<file path="config.mk">
export PLATFORM = sky130hd
export DESIGN_NAME = pcs_controller
export DESIGN_NICKNAME = d
export VERILOG_FILES = /design/src/hdl/pcs_pkg.sv /design/src/hdl/pcs_controller.sv
export SDC_FILE = /design/constraint.sdc
export NUM_CORES = 1
export LEC_CHECK = 0
export ABC_AREA = 0
export BUFFER_PORTS_ARGS = -buffer_cell sky130_fd_sc_hd__buf_2
export CORE_MARGIN = 4
export CORE_UTILIZATION = 30
export CTS_CLUSTER_SIZE = 16
export DETAILED_ROUTE_END_ITERATION = 16
export SYNTH_ARGS = -nofsm -noshare
export SYNTH_HDL_FRONTEND = slang
export SYNTH_SLANG_ARGS = --single-unit
export TNS_END_PERCENT = 20
</file>
<file path="constraint.sdc">
create_clock -name clk -period 3.45 [get_ports clk]
set_input_delay 1.035 -clock clk [delete_from_list [all_inputs] [get_ports clk]]
set_output_delay 1.035 -clock clk [all_outputs]
set_load 0.02 [all_outputs]
</file>
<file path="src/hdl/pcs_pkg.sv">
// ----------------------------------------------------------------------------
// pcs_pkg: shared types and constants of the PUCT child selector
// Sizes, fixed-point constants, datapath command and status structures.
// ----------------------------------------------------------------------------
package pcs_pkg;

    localparam int MAX_CHILDREN = 256;
    localparam int IDX_W        = $clog2(MAX_CHILDREN);
    localparam int CNT_W        = $clog2(MAX_CHILDREN) + 1;

    localparam logic [32:0] PB_C_BASE  = 33'd19652;
    localparam logic [15:0] LN2_Q16    = 16'd45426;
    localparam logic [31:0] VISIT_MAX  = 32'hFFFF_FFFF;
    localparam logic [31:0] SCORE_MAX  = 32'h7FFF_FFFF;

    // configuration register indexes
    localparam logic CFG_EXPLORE_INIT = 1'b0;
    localparam logic CFG_CHILD_COUNT  = 1'b1;

    // item modes
    localparam logic [1:0] MODE_LOAD   = 2'd0;
    localparam logic [1:0] MODE_VLOSS  = 2'd1;
    localparam logic [1:0] MODE_SELECT = 2'd2;

    // log2 in unsigned Q6.16, evaluated at elaboration for the base constant
    function automatic logic [21:0] log2_q16_f(input logic [32:0] v);
        logic [63:0] m;
        logic [5:0]  ip;
        logic [15:0] frac;
        ip   = 6'd0;
        frac = 16'd0;
        for (int k = 0; k < 33; k++)
        begin
            if (v[k])
                ip = 6'(k);
        end
        if (ip >= 6'd31)
            m = 64'(v) >> (ip - 6'd31);
        else
            m = 64'(v) << (6'd31 - ip);
        for (int k = 0; k < 16; k++)
        begin
            m    = (m * m) >> 31;
            frac = {frac[14:0], 1'b0};
            if (m >= 64'h1_0000_0000)
            begin
                frac[0] = 1'b1;
                m       = m >> 1;
            end
        end
        return {ip[5:0], frac};
    endfunction

    localparam logic [21:0] LOG2_BASE_Q16 = log2_q16_f(PB_C_BASE);

    typedef enum logic [3:0] {
        OP_NONE,
        OP_CAPTURE,
        OP_LOAD,
        OP_VL_READ,
        OP_VL_START,
        OP_VL_WRITE,
        OP_LOG_NORM,
        OP_LOG_SQ,
        OP_LOG_RED,
        OP_C_MUL,
        OP_C_ADD,
        OP_READ,
        OP_SEL_START,
        OP_SQRT_INIT,
        OP_SQRT_STEP,
        OP_MUL2
    } dp_op_t;

    typedef struct packed {
        dp_op_t             op;
        logic [IDX_W-1:0]   addr;
        logic               first;
        logic               score;
        logic               emit;
        logic               empty;
    } dp_cmd_t;

    typedef struct packed {
        logic               log_top;
        logic               div_done;
        logic               vl_zero;
        logic [CNT_W-1:0]   scan_len;
    } dp_stat_t;

endpackage

</file>
<file path="src/hdl/pcs_controller.sv">
// ----------------------------------------------------------------------------
// pcs_controller: sequencer of the PUCT child selector
// Steps the datapath through load, virtual loss and the selection scan.
// ----------------------------------------------------------------------------
module pcs_controller (
    input  logic                clk,
    input  logic                rst_n,
    input  logic                start,
    input  logic [1:0]          mode,
    input  pcs_pkg::dp_stat_t   stat,
    output pcs_pkg::dp_cmd_t    cmd,
    output logic                busy,
    output logic                result_strobe
);
    import pcs_pkg::*;

    typedef enum logic [3:0] {
        S_IDLE,
        S_LOAD,
        S_VL_READ,
        S_VL_START,
        S_VL_WAIT,
        S_EMPTY,
        S_LOG_NORM,
        S_LOG_SQ,
        S_LOG_RED,
        S_C_MUL,
        S_C_ADD,
        S_READ,
        S_SEL_START,
        S_DIV_WAIT,
        S_SQRT,
        S_FINISH
    } state_t;

    typedef enum logic [1:0] {
        F_MUL,
        F_SCORE,
        F_EMIT
    } fin_t;

    state_t           state_reg, state_next;
    fin_t             fin_reg, fin_next;
    logic [4:0]       cnt_reg, cnt_next;
    logic [IDX_W-1:0] child_reg, child_next;
    logic             strobe_reg, strobe_next;

    // next state and datapath command
    always_comb
    begin
        state_next  = state_reg;
        fin_next    = fin_reg;
        cnt_next    = cnt_reg;
        child_next  = child_reg;
        strobe_next = 1'b0;
        cmd         = '{op: OP_NONE, addr: child_reg, first: (child_reg == '0),
                        score: 1'b0, emit: 1'b0, empty: 1'b0};
        case (state_reg)
            S_IDLE:
            begin
                if (start)
                begin
                    cmd.op = OP_CAPTURE;
                    case (mode)
                        MODE_LOAD:   state_next = S_LOAD;
                        MODE_VLOSS:  state_next = S_VL_READ;
                        MODE_SELECT: state_next = (stat.scan_len == '0) ? S_EMPTY
                                                                         : S_LOG_NORM;
                        default:     state_next = S_IDLE;
                    endcase
                end
            end
            S_LOAD:
            begin
                cmd.op     = OP_LOAD;
                state_next = S_IDLE;
            end
            S_VL_READ:
            begin
                cmd.op     = OP_VL_READ;
                state_next = S_VL_START;
            end
            S_VL_START:
            begin
                cmd.op     = OP_VL_START;
                state_next = stat.vl_zero ? S_IDLE : S_VL_WAIT;
            end
            S_VL_WAIT:
            begin
                if (stat.div_done)
                begin
                    cmd.op     = OP_VL_WRITE;
                    state_next = S_IDLE;
                end
            end
            S_EMPTY:
            begin
                cmd.empty   = 1'b1;
                strobe_next = 1'b1;
                state_next  = S_IDLE;
            end
            S_LOG_NORM:
            begin
                if (stat.log_top)
                begin
                    cnt_next   = 5'd0;
                    state_next = S_LOG_SQ;
                end
                else
                begin
                    cmd.op = OP_LOG_NORM;
                end
            end
            S_LOG_SQ:
            begin
                cmd.op     = OP_LOG_SQ;
                state_next = S_LOG_RED;
            end
            S_LOG_RED:
            begin
                cmd.op     = OP_LOG_RED;
                cnt_next   = cnt_reg + 5'd1;
                state_next = (cnt_reg == 5'd15) ? S_C_MUL : S_LOG_SQ;
            end
            S_C_MUL:
            begin
                cmd.op     = OP_C_MUL;
                state_next = S_C_ADD;
            end
            S_C_ADD:
            begin
                cmd.op     = OP_C_ADD;
                child_next = '0;
                state_next = S_READ;
            end
            S_READ:
            begin
                cmd.op     = OP_READ;
                state_next = S_SEL_START;
            end
            S_SEL_START:
            begin
                cmd.op     = OP_SEL_START;
                state_next = S_DIV_WAIT;
            end
            S_DIV_WAIT:
            begin
                if (stat.div_done)
                begin
                    cmd.op     = OP_SQRT_INIT;
                    cnt_next   = 5'd0;
                    state_next = S_SQRT;
                end
            end
            S_SQRT:
            begin
                cmd.op   = OP_SQRT_STEP;
                cnt_next = cnt_reg + 5'd1;
                if (cnt_reg == 5'd31)
                begin
                    fin_next   = F_MUL;
                    state_next = S_FINISH;
                end
            end
            S_FINISH:
            begin
                case (fin_reg)
                    F_MUL:
                    begin
                        cmd.op   = OP_MUL2;
                        fin_next = F_SCORE;
                    end
                    F_SCORE:
                    begin
                        cmd.score = 1'b1;
                        if (CNT_W'(child_reg) + CNT_W'(1) == stat.scan_len)
                        begin
                            fin_next = F_EMIT;
                        end
                        else
                        begin
                            child_next = child_reg + IDX_W'(1);
                            state_next = S_READ;
                        end
                    end
                    default:
                    begin
                        cmd.emit    = 1'b1;
                        strobe_next = 1'b1;
                        state_next  = S_IDLE;
                    end
                endcase
            end
            default:
            begin
                state_next = S_IDLE;
            end
        endcase
    end

    // state and registered outputs
    always_ff @(posedge clk or negedge rst_n)
    begin
        if (!rst_n)
        begin
            state_reg  <= S_IDLE;
            fin_reg    <= F_MUL;
            cnt_reg    <= 5'd0;
            child_reg  <= '0;
            strobe_reg <= 1'b0;
        end
        else
        begin
            state_reg  <= state_next;
            fin_reg    <= fin_next;
            cnt_reg    <= cnt_next;
            child_reg  <= child_next;
            strobe_reg <= strobe_next;
        end
    end

    assign busy          = (state_reg != S_IDLE);
    assign result_strobe = strobe_reg;

endmodule

</file>
Word-level counts from Yosys, hierarchy flattened
Cells that the tools add are included.

word-level totals
  flip-flop bits (word level) = 20
  input bits = 17
  output and inout port bits = 18
  logic and storage cells = 89

cells by class
  add/subtract/negate cells = 3
  equal/unequal tests = 32
  muxes and demuxes = 33
  reductions and logical operators = 16

operators by type and width
  operator                                             number
  one-hot mux 4 bit (15 select lines)                  2
  2-to-1 mux 4 bit                                     9
  equality test 4 bit, second input constant           8
  equality test 4 x 3 -> 1 bit, second input constant  4
  2-to-1 mux 8 bit                                     2
  != test 2 bit, second input constant                 8
  one-hot mux 8 bit (2 select lines)                   1
  one-hot mux 5 bit (3 select lines)                   1
  2-to-1 mux 5 bit                                     2
  adder 8 x 1 -> 9 bit, second input constant          1
  equality test 9 bit                                  1
  logical NOT 9 bit                                    1
  2-to-1 mux 3 bit                                     3
  one-hot mux 3 bit (3 select lines)                   1
  adder 8 x 1 -> 8 bit, second input constant          1
  equality test 4 x 2 -> 1 bit, second input constant  2
  logical NOT 8 bit                                    1
  2-to-1 mux 2 bit                                     4
  one-hot mux 2 bit (2 select lines)                   2
  one-hot mux 4 bit (2 select lines)                   1
  AND reduction 7 bit                                  1
  != test 3 bit, second input constant                 2
  AND reduction 3 bit                                  2
  OR reduction 2 bit                                   3
  15 further kinds                                     21

Longest topological paths before layout
Gate-level depths: netlist of run 1.

  word-level depth = 5
  gate-level depth with buffers = 9
  depth with buffers taken out = 9

Least setup slack after synthesis of run 1
OpenSTA, ideal clock, no wires.

  path type = flip-flop to output port
  start point = register child_reg[0]
  end point = output cmd[3] (netlist bit)
  arrival time = 1.948 ns
  required time = 2.415 ns
  path slack = 0.467 ns
  cell stages (with the launch flop) = 5
  buffers on the path = 0
  cell sequence = dfrtp_1 inv_1 ha_1 or4b_2 nor4_1

RTL lines
  what                      line                   RTL
  start: declaration        pcs_controller.sv:45   logic [IDX_W-1:0] child_reg, child_next;
  start signal: assignment  pcs_controller.sv:217  child_reg <= child_next;
  end: declaration          pcs_controller.sv:11   output pcs_pkg::dp_cmd_t cmd,

==> results of run 1 <==
-- layout make-up --
| class | instances | area [sq um] | share of cell area [%] |
|---|---|---|---|
| tap | 72 | 90.09 | 4.396 |
| timing repair buffer | 39 | 207.7 | 10.13 |
| sequential | 20 | 500.5 | 24.42 |
| inverter | 9 | 33.78 | 1.648 |
| multi-input combinational | 180 | 1146 | 55.92 |
| clock inverter | 1 | 30.03 | 1.465 |
| clock buffer | 3 | 41.29 | 2.015 |
-- routing by layer --
layer	GRT usage, %	routed length (um)	vias to the layer above
met4	3.885	66	0
met3	3.140	224	6
met1	19.44	2274	852
li1	-	-	894
met5	0	0	-
met2	20.88	2220	34
-- power groups by stage --
| stage | clock (mW) | sequential [mW] | combinational, mW |
|---|---|---|---|
| after floorplan | 0 | 0.393 | 0.623 |
| after detailed placement | 0 | 0.447 | 0.780 |
| after global routing | 0.254 | 0.468 | 0.871 |
| after CTS | 0.245 | 0.442 | 0.781 |
| after global placement | 0 | 0.446 | 0.772 |
| final | 0.239 | 0.444 | 0.779 |
-- final timing paths --
check | from | end | depth (start not counted)
worst max-delay path | state_reg[0]$_DFFE_PN0P_ | cmd[1] | 5
worst min-delay path | cnt_reg[1]$_DFFE_PN0P_ | cnt_reg[1]$_DFFE_PN0P_ | 2
worst max register to register | child_reg[0]$_DFFE_PN0P_ | child_reg[4]$_DFFE_PN0P_ | 7
worst min register to register | cnt_reg[1]$_DFFE_PN0P_ | cnt_reg[1]$_DFFE_PN0P_ | 2
max in group asynchronous | rst_n | cnt_reg[4]$_DFFE_PN0P_ | 1
min in group asynchronous | rst_n | child_reg[2]$_DFFE_PN0P_ | 1
-- through the flow --
stage / cell area [sq um] / total power, mW / hold WS (ns)
after floorplan: 1753 / 1.016 / 0.4749
after CTS: 2049 / 1.468 / 0.5217
after detailed placement: 1978 / 1.227 / 0.5053
final: 2049 / 1.461 / 0.5212
after global placement: 1978 / 1.219 / 0.4932
after global routing: 2049 / 1.593 / 0.5784
-- critical path: cells and delay by family (launching register included) --
| kind | cells | cell delay [ns] |
|---|---|---|
| flip-flops | 1 | 0.72 |
| buffers and inverters | 3 | 0.66 |
| AND/OR/NAND/NOR | 2 | 0.40 |
-- cells in the final DEF, fill, tap and decap left out, types with 3 or more instances in the layout --
| cell type | Yosys | final |
|---|---|---|
| dfrtp_1 | 20 | 20 |
| o22ai_1 | 3 | 3 |
| a21oi_1 | 11 | 11 |
| xor2_1 | 3 | 3 |
| o41ai_1 | 3 | 3 |
| clkbuf_8 | 0 | 3 |
| nand2_1 | 24 | 24 |
| buf_4 | 1 | 5 |
| buf_2 | 4 | 34 |
| nor2b_1 | 3 | 3 |
| or3_1 | 4 | 4 |
| inv_1 | 9 | 9 |
| nand2b_1 | 6 | 6 |
| o311a_1 | 3 | 3 |
| o31ai_1 | 6 | 6 |
| nand3_1 | 11 | 11 |
| o211ai_1 | 4 | 4 |
| ha_1 | 5 | 5 |
| nor2_1 | 15 | 15 |
| xnor2_1 | 5 | 5 |
| and3_1 | 3 | 3 |
| o21ai_0 | 15 | 15 |
| nor3_1 | 7 | 7 |
| nor4_1 | 4 | 4 |
| a31oi_1 | 6 | 6 |
-- logic make-up (layout without fill, tap and decap cells) --
kind of cell               after synthesis  count (layout)  share of synthesized area, %
and+or+nand+nor                         99              99                         31.69
AOI/OAI and AO/OA                       66              66                         24.98
buffers and inverters                   24              52                         6.067
DFF                                     20              20                         28.55
xor gates and xnor gates                 8               8                         3.997
adders and majority gates                5               5                         3.569
muxes                                    2               2                         1.142
==> results.cfg, run 1 <==
[clock_network]
cts_tree = yes
clk_pin_slew_worst_paths_ns = 0.08
cts_buffers = 3
clock_path_buffers = 2
hold_buffers = 0
root_buffer = clkbuf_8
postCtsResizedCells = 0
cts.sinks = 20
post_cts_buffers = 0
clock_latency_ns = 0.26
htreeDepth = 1

[critical_path]
ff2ff_setup_slack_ns = 0.87
path_cells = inv_1, nor3_1, buf_4, and2_1, buf_2
cp-start-kind = flop
worst_path_largest_cell_delay_ns = 0.72
cp-end-kind = primary output
crit_required_ns = 2.41
crit_slowest_cell = dfrtp_1
critPathMaxFanout = 18
critPathArrivalTime_ns = 2.05
path_class = reg2out

[pwr]
vdd_drop_max_v = 0.0003030
swShare_pct = 47.53
p_clk_share_pct = 16.3
seqPwrFrac_pct = 30.4
p_sw_mw = 0.6945
cellInternalPower_mw = 0.7667
leakage_nw = 0.8680
combPwrFrac_pct = 53.3
power_density_nw_per_um2 = 713.0

[timing]
post-route-min-period_ns = 3.085
timing.setup.tns_ns = 0
slew_viol_final = 0
layout_setup_ws_ns = 0.3649
setup_violations = 0
tightest_slew_ns = 0.6241
final-hold-violation-count = 0
period_share_pct = 89.42
skew_ns = 0.008303
rsz0062_at_grt = false
fmax_mhz = 324.1
maxSlewHeadroom_pct = 58.04

[detailed_routing]
wl_per_cell_um = 14.77
vias = 1786
remaining_drc_errors = 0
drt_wl_total_um = 4786
drt_iter0_markers = 225
drt_pass1_iterations = 4
drt.antenna.violating_nets = 0
vias_per_cell = 5.512

[synthesis]
synth_top_cell_by_area = dfrtp_1
yosysTopAreaCellShare_pct = 28.55
synth_async_sr_flop_share_pct = 100.0
synth_common_cells = nand2_1 (24), dfrtp_1 (20), nor2_1 (15), o21ai_0 (15)
yosysSeqAreaShare_pct = 28.55
synth_edf_count = 0
ys.flop_type = dfrtp_1
synth_fp_nets = 246
netlist_instances = 224
yosysUniqueCellTypes = 55
ys_warn_count = 0
netlist_area_sq_um = 1753
yosysMostFrequentCell = nand2_1
syn_avg_cell_area_sq_um = 7.826
synth.area.top_cells = dfrtp_1 (29%), nand2_1 (5.1%), o21ai_0 (4.3%), ha_1 (3.6%), nor2_1 (3.2%)
synth_seq_cells = 20

[global_routing]
grt_max_degree = 22
grtUsageTotal_pct = 13.72
grt_pass1_wl_um = 8148
globalRouteOverflowTotal = 0
first_global_vias = 1641
grt_antenna_before_repair = 0

[finish]
final_layout_size_suffix_gt1_share_pct = 20.24
fin_cells = 324
largest_register_ff_count = 8
fin_util_pct = 36.77
area_growth_pct = 16.92
nets = 275
num-fill-cells = 607
diodes = 0

[placed_design]
placement.io_buffers = 34
hpwl_um = 3648
gp_congestion = 0.8238
dp_worst_setup_slack_ns = 0.4257
dp_cells = 320

[floorplanning]
rows = 27
die_area_sq_um = 7130
die_h_um = 84.44
die_width_um = 84.44
core_region_area_sq_um = 5574
start_util_pct = 31.45
io_pins = 35

[status]
outcome = completed

[run]
cap_violations = 0

[hold_path]
hold_path.class = reg2reg
No activity file was read; power rests on OpenSTA's default activity.
==> inputs of run 2 (changes only) <==
==> constraint.sdc (replaced) <==
create_clock -name clk -period 3.45 [get_ports clk]
set_input_delay 0 -clock clk [delete_from_list [all_inputs] [get_ports clk]]
set_output_delay 0 -clock clk [all_outputs]
set_load 0.02 [all_outputs]
==> run 2 against run 1 <==
Compared with the run above: core utilization down 0.52 points; critical path depth up 2; maximum frequency up 20%; routed wire length down 2.5%; combinational power down 5.8%; largest power group unchanged; critical path type is now reg2reg; sequential cell count unchanged; via count up 0.17%; worst hold slack worse by 0.36 ns; setup slack better by 0.51 ns; first-iteration DRC count down 40%.
==> results.cfg, run 2 (same netlist as run 1, synthesis figures left out) <==
[status]
outcome = completed

[global_routing]
grtUsageTotal_pct = 13.18
grt_pass1_wl_um = 7914
globalRouteOverflowTotal = 0
grt_antenna_before_repair = 0
first_global_vias = 1608
grt_max_degree = 24

[timing]
skew_ns = 0.009606
setup_violations = 0
slew_viol_final = 0
final-hold-violation-count = 0
tightest_slew_ns = 0.7070
rsz0062_at_grt = false
timing.setup.tns_ns = 0
fmax_mhz = 388.6
post-route-min-period_ns = 2.573
period_share_pct = 74.58
maxSlewHeadroom_pct = 52.86

[finish]
final_layout_size_suffix_gt1_share_pct = 19.20
area_growth_pct = 15.27
layout_commonest_cell = buf_2
fin_cells = 322
diodes = 0
regArea_sq_um = 500.5
largest_register_ff_count = 8
final_cell_mix = buf_2 (34), nand2_1 (24), dfrtp_1 (20)
num-fill-cells = 581
multi_input_area_sq_um = 1146
nets = 273
fin_util_pct = 36.25

[floorplanning]
core_region_area_sq_um = 5574
start_util_pct = 31.45
die_h_um = 84.44
die_width_um = 84.44
rows = 27
die_area_sq_um = 7130
io_pins = 35

[detailed_routing]
drt.antenna.violating_nets = 0
drt_wl_total_um = 4666
remaining_drc_errors = 0
wl_per_cell_um = 14.49
drt_pass1_iterations = 4
vias = 1789
drt_iter0_markers = 134
vias_per_cell = 5.556

[critical_path]
path_cells = ha_1, nand3_2, o22a_1, nor4_2, or4_4, nand2_1, o31ai_1
path_class = reg2reg
crit_required_ns = 3.61
crit_slowest_cell = nor4_2
rr_worst_depth = 7
critPathArrivalTime_ns = 2.74
worst_path_largest_cell_delay_ns = 0.59
critPathMaxFanout = 8
ff2ff_setup_slack_ns = 0.88
cp-end-kind = flop
cp-start-kind = flop

[pwr]
power_density_nw_per_um2 = 685.3
finalPower_mw = 1.385
vdd_drop_max_v = 0.0002750
leakage_nw = 0.8509

[clock_network]
root_buffer = clkbuf_8
cts_buffers = 3
clock_path_buffers = 2
post_cts_buffers = 0
clock_latency_ns = 0.26
htreeDepth = 1
cts_tree = yes
cts.sinks = 20
clk_pin_slew_worst_paths_ns = 0.08

[placed_design]
gp_congestion = 0.8329
placement.io_buffers = 34
hpwl_um = 3562
dp_cells = 317

[run]
cap_violations = 0

[hold_path]
min_path_cells = 3
hold_path.class = in2reg
run 2: cell types whose count changed in the layout (fill, tap and decap cells not counted):
cell | before | now
buf_4 | 5 | 2
bufinv_16 | 1 | 0
clkbuf_8 | 3 | 4
dlygate4sd3_1 | 0 | 1
run 2: stage by stage:
step                      hold WS (ns)  setup WS [ns]  instance area [sq um]
after floorplan                -0.2956          1.120                   1753
after global placement        -0.02138          1.008                   1956
after detailed placement      -0.01510         0.8869                   1956
after CTS                       0.1477         0.8789                   2021
after global routing            0.2022         0.6104                   2021
final                           0.1606         0.8769                   2021
run 2: per-layer routing:
metal,up-vias,share of wire (%),global-route usage [%]
li1,894,-,-
met1,825,45,18.23
met2,66,47,21.23
met3,4,7.2,3.337
met4,0,0.66,2.014
met5,-,0,0
run 2: worst paths after layout:
kind                                               start                        to
min in group asynchronous                          rst_n  state_reg[2]$_DFFE_PN0P_
worst min register to register    cnt_reg[1]$_DFFE_PN0P_    cnt_reg[1]$_DFFE_PN0P_
worst min-delay path                               start  state_reg[3]$_DFFE_PN0P_
max in group asynchronous                          rst_n    fin_reg[0]$_DFFE_PN0P_
worst max-delay path            child_reg[0]$_DFFE_PN0P_  child_reg[4]$_DFFE_PN0P_
worst max register to register  child_reg[0]$_DFFE_PN0P_  child_reg[4]$_DFFE_PN0P_
run 2: what timing repair did:
action                     in CTS  in global routing
hold buffers                    1                  0
setup endpoints to repair       0                  0
hold endpoints to repair       20                  0
gates resized for setup         0                  0
run 2: report_power, final:
group          total (mW)  leakage [nW]  internal [mW]  switching [mW]
Combinational       0.734         0.563          0.296           0.438
Sequential          0.473         0.259          0.305           0.168
Clock               0.177        0.0288          0.102          0.0759
run 2: worst max-delay path, delay by kind of cell (launching register included):
kind | cells | cell delay (ns)
flip-flops | 1 | 0.44
adder cells (fa/ha/maj) | 1 | 0.29
AO/OA/AOI/OAI | 2 | 0.52
AND/OR/NAND/NOR | 4 | 1.23
run 2: final cells by class:
type,instances,share of cell area (%)
flip-flops and latches,20,24.77
well taps,72,4.458
repair buffers,37,9.659
clock buffers,4,2.724
multi-input cells,180,56.72
inverters,9,1.672
